### src/hw/rtl/mm64_pkg.sv
`timescale 1ns / 1ps

package mm64_pkg;

   // Port field width; the arithmetic width is a parameter of the top level.
   localparam int DATA_W = 64;

   typedef struct packed {
      logic [DATA_W-1:0] multiplicand;
      logic [DATA_W-1:0] multiplier;
      logic [DATA_W-1:0] modulus;
   } req_type;

   typedef struct packed {
      logic [DATA_W-1:0] remainder;
      logic              zero_modulus;
   } rsp_type;

   typedef enum logic [1:0] {
      ST_IDLE,
      ST_REDUCE,
      ST_MULTIPLY,
      ST_FINISH
   } state_type;

   // Commands from the controller to the datapath.
   typedef struct packed {
      logic load;
      logic div_step;
      logic mul_step;
      logic out_load;
   } cmd_type;

endpackage

### src/hw/rtl/mm64_ctrl.sv
`timescale 1ns / 1ps

module mm64_ctrl #(
   parameter int WIDTH = 64
) (
   input  logic               clock,
   input  logic               reset,
   input  logic               req_valid,
   output logic               req_ready,
   output logic               rsp_valid,
   input  logic               rsp_ready,
   output mm64_pkg::cmd_type  cmd
);

   localparam int CNT_W = (WIDTH > 1) ? $clog2(WIDTH) : 1;
   localparam logic [CNT_W-1:0] LAST = CNT_W'(WIDTH - 1);

   mm64_pkg::state_type state_ff, state_in;
   logic [CNT_W-1:0]    cnt_ff, cnt_in;
   logic                rsp_valid_ff, rsp_valid_in;
   logic                last;
   logic                out_free;

   assign last     = (cnt_ff == LAST);
   assign out_free = !rsp_valid_ff || rsp_ready;

   always_comb begin
      state_in = state_ff;
      case (state_ff)
         mm64_pkg::ST_IDLE: begin
            if (req_valid) state_in = mm64_pkg::ST_REDUCE;
         end
         mm64_pkg::ST_REDUCE: begin
            if (last) state_in = mm64_pkg::ST_MULTIPLY;
         end
         mm64_pkg::ST_MULTIPLY: begin
            if (last) state_in = mm64_pkg::ST_FINISH;
         end
         mm64_pkg::ST_FINISH: begin
            if (out_free) state_in = mm64_pkg::ST_IDLE;
         end
         default: state_in = mm64_pkg::ST_IDLE;
      endcase
   end

   always_comb begin
      req_ready    = 1'b0;
      cmd          = '0;
      cnt_in       = cnt_ff;
      rsp_valid_in = rsp_valid_ff && !rsp_ready;
      case (state_ff)
         mm64_pkg::ST_IDLE: begin
            req_ready = 1'b1;
            cmd.load  = req_valid;
            cnt_in    = '0;
         end
         mm64_pkg::ST_REDUCE: begin
            cmd.div_step = 1'b1;
            cnt_in       = last ? '0 : cnt_ff + 1'b1;
         end
         mm64_pkg::ST_MULTIPLY: begin
            cmd.mul_step = 1'b1;
            cnt_in       = last ? '0 : cnt_ff + 1'b1;
         end
         mm64_pkg::ST_FINISH: begin
            cmd.out_load = out_free;
            if (out_free) rsp_valid_in = 1'b1;
         end
         default: begin
            cnt_in = '0;
         end
      endcase
   end

   always_ff @(posedge clock) begin
      if (reset) begin
         state_ff     <= mm64_pkg::ST_IDLE;
         cnt_ff       <= '0;
         rsp_valid_ff <= 1'b0;
      end else begin
         state_ff     <= state_in;
         cnt_ff       <= cnt_in;
         rsp_valid_ff <= rsp_valid_in;
      end
   end

   assign rsp_valid = rsp_valid_ff;

`ifndef SYNTHESIS
   a_load_into_free_slot: assert property (@(posedge clock) disable iff (reset)
      cmd.out_load |-> (!rsp_valid_ff || rsp_ready))
      else $error("result loaded while the output register still holds a result");

   a_load_sets_valid: assert property (@(posedge clock) disable iff (reset)
      cmd.out_load |=> rsp_valid_ff)
      else $error("loaded result not presented");

   a_accept_starts_reduce: assert property (@(posedge clock) disable iff (reset)
      (req_valid && req_ready) |=> (state_ff == mm64_pkg::ST_REDUCE && cnt_ff == '0))
      else $error("accepted transfer did not start the reduction");

   a_count_advances: assert property (@(posedge clock) disable iff (reset)
      ((state_ff == mm64_pkg::ST_REDUCE || state_ff == mm64_pkg::ST_MULTIPLY) && !last)
      |=> (state_ff == $past(state_ff) && cnt_ff == $past(cnt_ff) + 1'b1))
      else $error("bit counter did not advance");
`endif

endmodule

### src/hw/rtl/mm64_datapath.sv
`timescale 1ns / 1ps

module mm64_datapath #(
   parameter int WIDTH = 64
) (
   input  logic               clock,
   input  mm64_pkg::cmd_type  cmd,
   input  mm64_pkg::req_type  req_data,
   output mm64_pkg::rsp_type  rsp_data
);

   localparam int SW = WIDTH + 2;

   logic [WIDTH-1:0]  a_ff, a_in;
   logic [WIDTH-1:0]  b_ff, b_in;
   logic [WIDTH-1:0]  m_ff, m_in;
   logic [WIDTH-1:0]  r_ff, r_in;
   logic [WIDTH-1:0]  acc_ff, acc_in;
   logic              zero_ff, zero_in;
   mm64_pkg::rsp_type rsp_ff, rsp_in;

   // Restoring division step: shift the next multiplier bit into the remainder.
   logic [WIDTH:0]    div_t;
   logic [WIDTH:0]    div_d;

   // Double-and-add step: s = 2*acc + bit*r lies below three times the modulus.
   logic [SW-1:0]     sum;
   logic [SW-1:0]     m1e;
   logic [SW-1:0]     m2e;
   logic [SW-1:0]     sub1;
   logic [SW-1:0]     sub2;
   logic [mm64_pkg::DATA_W-1:0] rem_ext;

   always_comb begin
      div_t = {r_ff, b_ff[WIDTH-1]};
      div_d = div_t - {1'b0, m_ff};

      m1e  = {2'b00, m_ff};
      m2e  = {1'b0, m_ff, 1'b0};
      sum  = {1'b0, acc_ff, 1'b0} + (a_ff[WIDTH-1] ? {2'b00, r_ff} : '0);
      sub1 = sum - m1e;
      sub2 = sum - m2e;

      rem_ext = '0;
      rem_ext[WIDTH-1:0] = zero_ff ? '0 : acc_ff;
   end

   always_comb begin
      a_in    = a_ff;
      b_in    = b_ff;
      m_in    = m_ff;
      r_in    = r_ff;
      acc_in  = acc_ff;
      zero_in = zero_ff;
      rsp_in  = rsp_ff;
      if (cmd.load) begin
         a_in    = req_data.multiplicand[WIDTH-1:0];
         b_in    = req_data.multiplier[WIDTH-1:0];
         m_in    = req_data.modulus[WIDTH-1:0];
         r_in    = '0;
         acc_in  = '0;
         zero_in = (req_data.modulus[WIDTH-1:0] == '0);
      end
      if (cmd.div_step) begin
         b_in = b_ff << 1;
         r_in = (div_t >= {1'b0, m_ff}) ? div_d[WIDTH-1:0] : div_t[WIDTH-1:0];
      end
      if (cmd.mul_step) begin
         a_in = a_ff << 1;
         if (sum >= m2e) begin
            acc_in = sub2[WIDTH-1:0];
         end else if (sum >= m1e) begin
            acc_in = sub1[WIDTH-1:0];
         end else begin
            acc_in = sum[WIDTH-1:0];
         end
      end
      if (cmd.out_load) begin
         rsp_in.remainder    = rem_ext;
         rsp_in.zero_modulus = zero_ff;
      end
   end

   always_ff @(posedge clock) begin
      a_ff    <= a_in;
      b_ff    <= b_in;
      m_ff    <= m_in;
      r_ff    <= r_in;
      acc_ff  <= acc_in;
      zero_ff <= zero_in;
      rsp_ff  <= rsp_in;
   end

   assign rsp_data = rsp_ff;

endmodule

### src/hw/rtl/modular_multiply_64_top.sv
`timescale 1ns / 1ps

// Modular multiplier: each request transfer carries multiplicand a, multiplier
// b and modulus m, and produces one response transfer with remainder =
// (a * b) mod m, exact over the full double-width product. Operands are taken
// from their low WIDTH bits (WIDTH from 8 to 64); higher bits are ignored and
// the result is zero-extended onto the 64-bit port. A zero modulus yields a
// remainder of 0 with zero_modulus set. The block works on one item at a
// time: after the request transfer it reduces b modulo m by restoring
// division (one bit of b per cycle), then scans a from its top bit,
// doubling the running remainder and adding the reduced b modulo m (one bit
// of a per cycle), and then moves the result into the output register once
// that register is free. req_ready comes back in the following cycle; the
// two bit-serial loops set the pace of the block. The output register holds
// a finished response while the next request is accepted and worked on, so
// a slow consumer only stalls the block when a second result is ready
// before the first has been taken.

module modular_multiply_64_top #(
   parameter int WIDTH = 64
) (
   input  logic              clock,
   input  logic              reset,
   input  logic              req_valid,
   output logic              req_ready,
   input  mm64_pkg::req_type req_data,
   output logic              rsp_valid,
   input  logic              rsp_ready,
   output mm64_pkg::rsp_type rsp_data
);

   // Commands from the sequencer; the datapath keeps no control state of its own.
   mm64_pkg::cmd_type cmd;

   // The controller owns the handshakes, the bit counter and the valid flag of
   // the output register.
   mm64_ctrl #(
      .WIDTH     (WIDTH)
   ) u_ctrl (
      .clock     (clock),
      .reset     (reset),
      .req_valid (req_valid),
      .req_ready (req_ready),
      .rsp_valid (rsp_valid),
      .rsp_ready (rsp_ready),
      .cmd       (cmd)
   );

   // The datapath holds the operands, the partial remainder of b, the running
   // product remainder and the output payload register.
   mm64_datapath #(
      .WIDTH     (WIDTH)
   ) u_datapath (
      .clock     (clock),
      .cmd       (cmd),
      .req_data  (req_data),
      .rsp_data  (rsp_data)
   );

endmodule

### config.mk
export PLATFORM = sky130hd
export DESIGN_NAME = modular_multiply_64_top
export DESIGN_NICKNAME = d
export VERILOG_FILES = /design/src/hw/rtl/mm64_pkg.sv /design/src/hw/rtl/mm64_ctrl.sv /design/src/hw/rtl/mm64_datapath.sv /design/src/hw/rtl/modular_multiply_64_top.sv
export SDC_FILE = /design/constraint.sdc
export NUM_CORES = 1
export LEC_CHECK = 0
export BUFFER_PORTS_ARGS = -buffer_cell sky130_fd_sc_hd__buf_2
export CORE_MARGIN = 5
export CORE_UTILIZATION = 62
export CTS_CLUSTER_SIZE = 14
export DETAILED_ROUTE_END_ITERATION = 8
export PLACE_DENSITY = 0.82
export SLEW_MARGIN = 20
export SYNTH_ARGS = -nofsm -noshare
export SYNTH_HDL_FRONTEND = slang
export SYNTH_SLANG_ARGS = --single-unit
### constraint.sdc
create_clock -name clock -period 7 [get_ports clock]
set_clock_uncertainty 0.05 [all_clocks]
set_input_delay 0.35 -clock clock [delete_from_list [all_inputs] [get_ports clock]]
set_output_delay 0.35 -clock clock [all_outputs]
set_load 0.05 [all_outputs]
# [Yosys cells after proc, flatten, opt, wreduce, memory -nomap -nowiden]
# Index checks and enable logic that the tools add are counted.
# W data, S select, Z words.
[op_classes] bitwise_logic=0 eq_ne=8 magnitude_cmp=3 add_sub_neg=5 n_mul=0 n_div=0 mux=25 n_shift=0 n_reduce_logical=11
[ops] op="$mux W64" count=11
[ops] op="$sub A64 B64 Y64" count=3
[ops] op="$add A65 B64 Y66" count=1
[ops] op="$ge A66 B64 Y1" count=1
[ops] op="$ge A66 B65 Y1" count=1
[ops] op="$ge A65 B64 Y1" count=1
[ops] op="$logic_not A64 Y1" count=1
[ops] op="$pmux W6 S2" count=1
[ops] op="$mux W2" count=4
[ops] op="$pmux W2 S4" count=1
[ops] op="$mux W1" count=7
[ops] op="$add A6 B1 Y6 const B" count=1
[ops] op="$eq A6 B6 Y1 const B" count=1
[ops] op="$mux W6" count=1
[ops] op="$ne A2 B1 Y1 const B" count=3
[ops] op="$reduce_bool A2 Y1" count=3
[ops] op="$eq A2 B2 Y1 const B" count=2
[ops] op="$reduce_and A4 Y1" count=1
[ops] op="$eq A2 B1 Y1 const B" count=1
[ops] op="$logic_not A1 Y1" count=2
[ops] op="$logic_not A2 Y1" count=1
[ops] op="$ne A2 B2 Y1 const B" count=1
[ops] op="$reduce_or A2 Y1" count=1
[ops] op="$logic_and A1 B1 Y1" count=1
[ops] op="$logic_or A1 B1 Y1" count=1
[totals] latchBits=0 register_bits=395 memories=0 ram_bits=0 out_inout_bits=67 inputBits=196 rom_bits=0

# [Depth between registers and ports, before layout]
[depth] ltp_word=6 mapped_depth=29 mapped_depth_nobuf=25

# [Cells and area by module]
# A second synthesis with hierarchy kept.
[unflattened] cells_unflattened=3522 hier_area_um2=32079.5
[modules_own_cells] mod="mm64_datapath" cells_per_inst=3458 area_per_inst_um2=31526.5 n_inst=1
[modules_own_cells] mod="mm64_ctrl" cells_per_inst=64 area_per_inst_um2=553.0 n_inst=1

# [Worst setup path before layout]
# OpenSTA, ideal clock, no wires.
[synth_path] path_kind="register to register" start="register u_datapath.a_ff[63]" end="register u_datapath.acc_ff[59] (data pin)" arrival_time_ns=5.699 stages_incl_launch_ff=25 setup_time_ns=0.258 setup_slack_ns=0.993 synth_period_minus_slack_ns=6.007 path_cell_list="edfxtp_1 > clkbuf_1 > clkbuf_1 > and2_1 > ha_1 > o21ai_0 > a2111oi_1 > a22oi_1 > nor3b_1 > nor2_1 > o31ai_1 > a21boi_0 > xnor2_1 > ha_1 > nand4_1 > or3_1 > or4_1 > o32ai_2 > o21ai_2 > o21ai_2 > a211oi_2 > o31ai_1 > o21a_1 > nor3_1 > o221a_1"
[synth_between] elab_chain_cells=6 elab_cells_between_ends=9 classes_between="add/sub (3); order compare (2); mux (4)"
[synth_lines] item="start: declaration" line="mm64_datapath.sv:14" rtl="logic [WIDTH-1:0] a_ff, a_in;"
[synth_lines] item="start signal: assignment" line="mm64_datapath.sv:85" rtl="a_ff <= a_in;"
[synth_lines] item="$mux W64 *" line="mm64_datapath.sv:40" rtl="sum = {1'b0, acc_ff, 1'b0} + (a_ff[WIDTH-1] ? {2'b00, r_ff} : '0);"
[synth_lines] item="$add A65 B64 Y66 *" line="mm64_datapath.sv:40"
[synth_lines] item="$sub A64 B64 Y64 or $ge A66 B64 Y1 (tied branches)" line="mm64_datapath.sv:41, mm64_datapath.sv:72"
[synth_lines] item="$mux W64" line="mm64_datapath.sv:72" rtl="end else if (sum >= m1e) begin"
[synth_lines] item="$mux W64 *" line="mm64_datapath.sv:70" rtl="if (sum >= m2e) begin"
[synth_lines] item="$mux W64 *" line="mm64_datapath.sv:68" rtl="if (cmd.mul_step) begin"
[synth_lines] item="end signal: assignment" line="mm64_datapath.sv:89" rtl="acc_ff <= acc_in;"
[synth_lines] item="end: declaration" line="mm64_datapath.sv:18" rtl="logic [WIDTH-1:0] acc_ff, acc_in;"
# Every way passes the cells marked *; elsewhere a longest branch is shown, timed or not.
# A chain may end at the register's enable or synchronous reset.

# [Final worst setup path]
[layout_path] start="register u_datapath.a_ff[63]" end="register u_datapath.acc_ff[47] (data pin)"
# Same word-level chain as after synthesis.

==> flow_metrics.py <==
metrics = {
    "global_route": {
        "grt_pass1_vias": 27600,
        "grt_pass1_wl_um": 156000,
        "antenna_found_initial": 6,
        "grt_usage_pct": 34.6,
        "grt_max_degree": 133,
        "grt-ovfl-total": 0,
    },
    "route": {
        "num_vias": 29800,
        "vias_per_cell": 6.44,
        "wl_per_cell_um": 22.5,
        "antenna_left": 0,
        "first_pass_iters": 6,
        "wirelength_um": 104000,
        "drcViolationCount": 0,
        "drt_iter0_markers": 3267,
    },
    "timing": {
        "slew_headroom_pct": 23.3,
        "fmax_mhz": 147,
        "fin_crit_sh_pct": 97.2,
        "final-setup-viol-count": 0,
        "tightest_slew_ps": 1140,
        "final_hold_viol_count": 0,
        "report.final.slew_viol_count": 0,
        "period_needed_ps": 6810,
    },
    "yosys": {
        "yosys.area_share.simple_pct": 16.9,
        "syn_area_um2": 32400,
        "syn_nets": 4110,
        "synth.area.mux_share_pct": 3.40,
        "ys_seq_elements": 395,
        "synth_fa_ha_area_share_pct": 10.3,
        "synth_xor_area_share_pct": 6.32,
        "yosysSeqAreaShare_pct": 36.3,
        "synth-edff-count": 384,
        "synth_compound_area_share_pct": 22.4,
        "yosysTopAreaCellShare_pct": 35.6,
        "syn_area_per_cell_um2": 8.88,
        "synth_most_common_cell": "nand2_1",
        "ys_top_cells_by_count": "nand2_1, edfxtp_1, a21oi_1",
        "synth_top_family_by_area": "compound AO/OA/AOI/OAI gates",
        "synthTopCellsByArea": "edfxtp_1, ha_1, nand2_1, a21oi_1, o21ai_0",
        "synth.distinct_cells": 102,
        "synthCells": 3649,
        "yosysTopAreaCell": "edfxtp_1",
        "dominantRegCellSynth": "edfxtp_1",
        "ys_warn_count": 0,
        "async_flop_share_pct": 0,
    },
    "cts": {
        "clk_latency_ps": 620,
        "clkTransAtPathRegs_ps": 70,
        "cts-root-buf": "clkbuf_16",
        "cts_htree_levels": 2,
        "clock_sinks": 395,
        "cts_inserted_buffers": 45,
        "cts_tree": "done",
        "cts.path.max_buffers": 3,
    },
    "critical_path": {
        "r2r_cells": 24,
        "critical_path.max_fanout": 8,
        "worstSetupEndpointType": "flip-flop",
        "critPathKind": "flip-flop to flip-flop",
        "cp-start-kind": "flip-flop",
        "crit_arrival_ps": 7090,
        "cp-startpoint": "u_datapath.a_ff[63]",
        "required_ps": 7280,
        "r2r-start": "u_datapath.a_ff[63]",
    },
    "die": {
        "initial_core_util_pct": 62.9,
        "num_io_pins": 263,
        "die_area_um2": 56900,
        "rows": 83,
        "die_width_um": 239,
        "core_um2": 51500,
        "die_y_um": 239,
    },
    "place": {
        "place_congestion": 1.06,
        "dp_hpwl_um": 79200,
        "place_area_um2": 34400,
        "portBuffers": 262,
    },
    "cells_and_area": {
        "drive_gt1_share_pct": 12.3,
        "final_area_um2": 36900,
        "nets": 4377,
        "fillers": 4044,
        "area_delta_synth_final_pct": 13.8,
    },
    "worst_hold_path": {
        "hp-start": "req_data[85]",
        "hp-class": "input port to flip-flop",
        "holdPathStages": 3,
    },
    "flow_run": {
        "drv_cap": 0,
    },
    "run_status": {
        "status": "complete, no violations",
    },
}
==> worst paths after layout <==
path	to	slack, ps
max	u_datapath.acc_ff[47]	190
min	u_datapath.b_ff[21]	20
max reg2reg	u_datapath.acc_ff[47]	190
min reg2reg	u_datapath.a_ff[0]	410
==> per-layer routing <==
layer	GRT usage (%)	vias up	wire length [um]
met1	46.9	14100	42100
met3	8.27	259	10600
li1	-	14000	-
met2	53.8	1549	46400
met5	0	-	34
met4	13.6	6	4950
==> state kept, by name (all words and copies together), names as in the netlist, 2 cells and up <==
| name | cells |
|---|---|
| u_ctrl.cnt_ff | 6 |
| u_datapath.acc_ff | 64 |
| u_datapath.a_ff | 64 |
| u_datapath.m_ff | 64 |
| u_ctrl.state_ff | 2 |
| u_datapath.r_ff | 64 |
| u_datapath.rsp_data | 65 |
| u_datapath.b_ff | 64 |
==> metrics by stage <==
step / TNS [ps] / setup slack [ps] / cells / utilization, % / hold slack [ps]
finish: 0 / 194 / 4633 / 71.6 / 23.7
global route: -134 / -38.0 / 4632 / 71.6 / 21.6
CTS: 0 / 12.2 / 4617 / 71.0 / 4.54
detailed placement: 0 / 20.5 / 4468 / 66.7 / 405
global placement: 0 / 79.2 / 4468 / 66.7 / 397
floorplan: 0 / 993 / 3649 / - / 374
==> critical path, cell delays in order (launching register included) <==
cell and delay, ps:
edfxtp_1 510, dlymetal6s2s_1 230, and2_1 170, ha_1 350, o21ai_0 200, a2111oi_2 480, nand3_1 170, nand3_1 360
a31o_2 240, a211o_2 190, nand2_2 130, o41ai_1 500, xor2_1 460, ha_1 430, nand4_1 150, or3_1 130
nor3_1 50, nand4_1 90, o221ai_1 130, a211oi_1 390, o21ai_4 190, nor2_8 290, buf_4 260, mux2i_1 240
o22ai_1 100
==> layout make-up <==
| cell class | instances | area (um2) | share of cell area, % |
|---|---|---|---|
| Sequential cell | 395 | 11800 | 31.9 |
| Timing Repair Buffer | 402 | 2610 | 7.09 |
| Antenna cell | 2 | 5.00 | 0.0136 |
| Tap cell | 680 | 851 | 2.31 |
| Clock inverter | 35 | 422 | 1.14 |
| Multi-Input combinational cell | 2902 | 19500 | 52.8 |
| Clock buffer | 47 | 1130 | 3.07 |
| Inverter | 170 | 643 | 1.74 |
==> what timing repair did <==
| item | CTS | global route |
|---|---|---|
| hold endpoints to repair | 75 | 0 |
| cloned | 0 | 1 |
| buffers inserted | 0 | 13 |
| hold buffers | 67 | 0 |
| gates resized for setup | 1 | 29 |
| pin swaps | 0 | 9 |
| endpoints found under the setup margin | 26 | 64 |
==> cells by family after synthesis <==
family                     Yosys count
muxes                              110
and+or+nand+nor                   1129
xor gates and xnor gates           234
AOI/OAI and AO/OA                 1163
adders and majority gates          265
buffers and inverters              353
DFF                                395
==> cells in the final DEF (no fill, tap or decap), types with 11 or more instances in the layout <==
cell / synthesis / final
buf_2: 26 / 262
o21ai_0: 317 / 315
inv_1: 169 / 168
nand4_1: 83 / 83
xnor2_1: 150 / 146
o211ai_1: 32 / 32
a21oi_1: 341 / 339
xor2_1: 84 / 83
nor2b_1: 132 / 131
and3_1: 17 / 17
o21bai_1: 52 / 52
nand3_1: 55 / 55
a21o_1: 121 / 120
and2_1: 74 / 74
o211a_1: 11 / 11
a31oi_1: 31 / 28
nor2_1: 157 / 157
o31ai_1: 20 / 19
o21ai_1: 11 / 12
a211oi_1: 29 / 28
nor3_1: 41 / 40
nand2_1: 459 / 458
a21boi_0: 14 / 14
o21a_1: 38 / 38
a221oi_1: 12 / 12
ha_1: 261 / 256
dlygate4sd3_1: 0 / 67
o22ai_1: 24 / 24
edfxtp_1: 384 / 384
mux2i_1: 109 / 109
nand2b_1: 27 / 26
clkbuf_16: 0 / 45
nor4_1: 35 / 33
dfxtp_1: 11 / 11
buf_4: 5 / 65
Power is left out: the tool's default activity adds up to more than one toggle a clock period on the data nets, which glitch-free logic cannot reach.
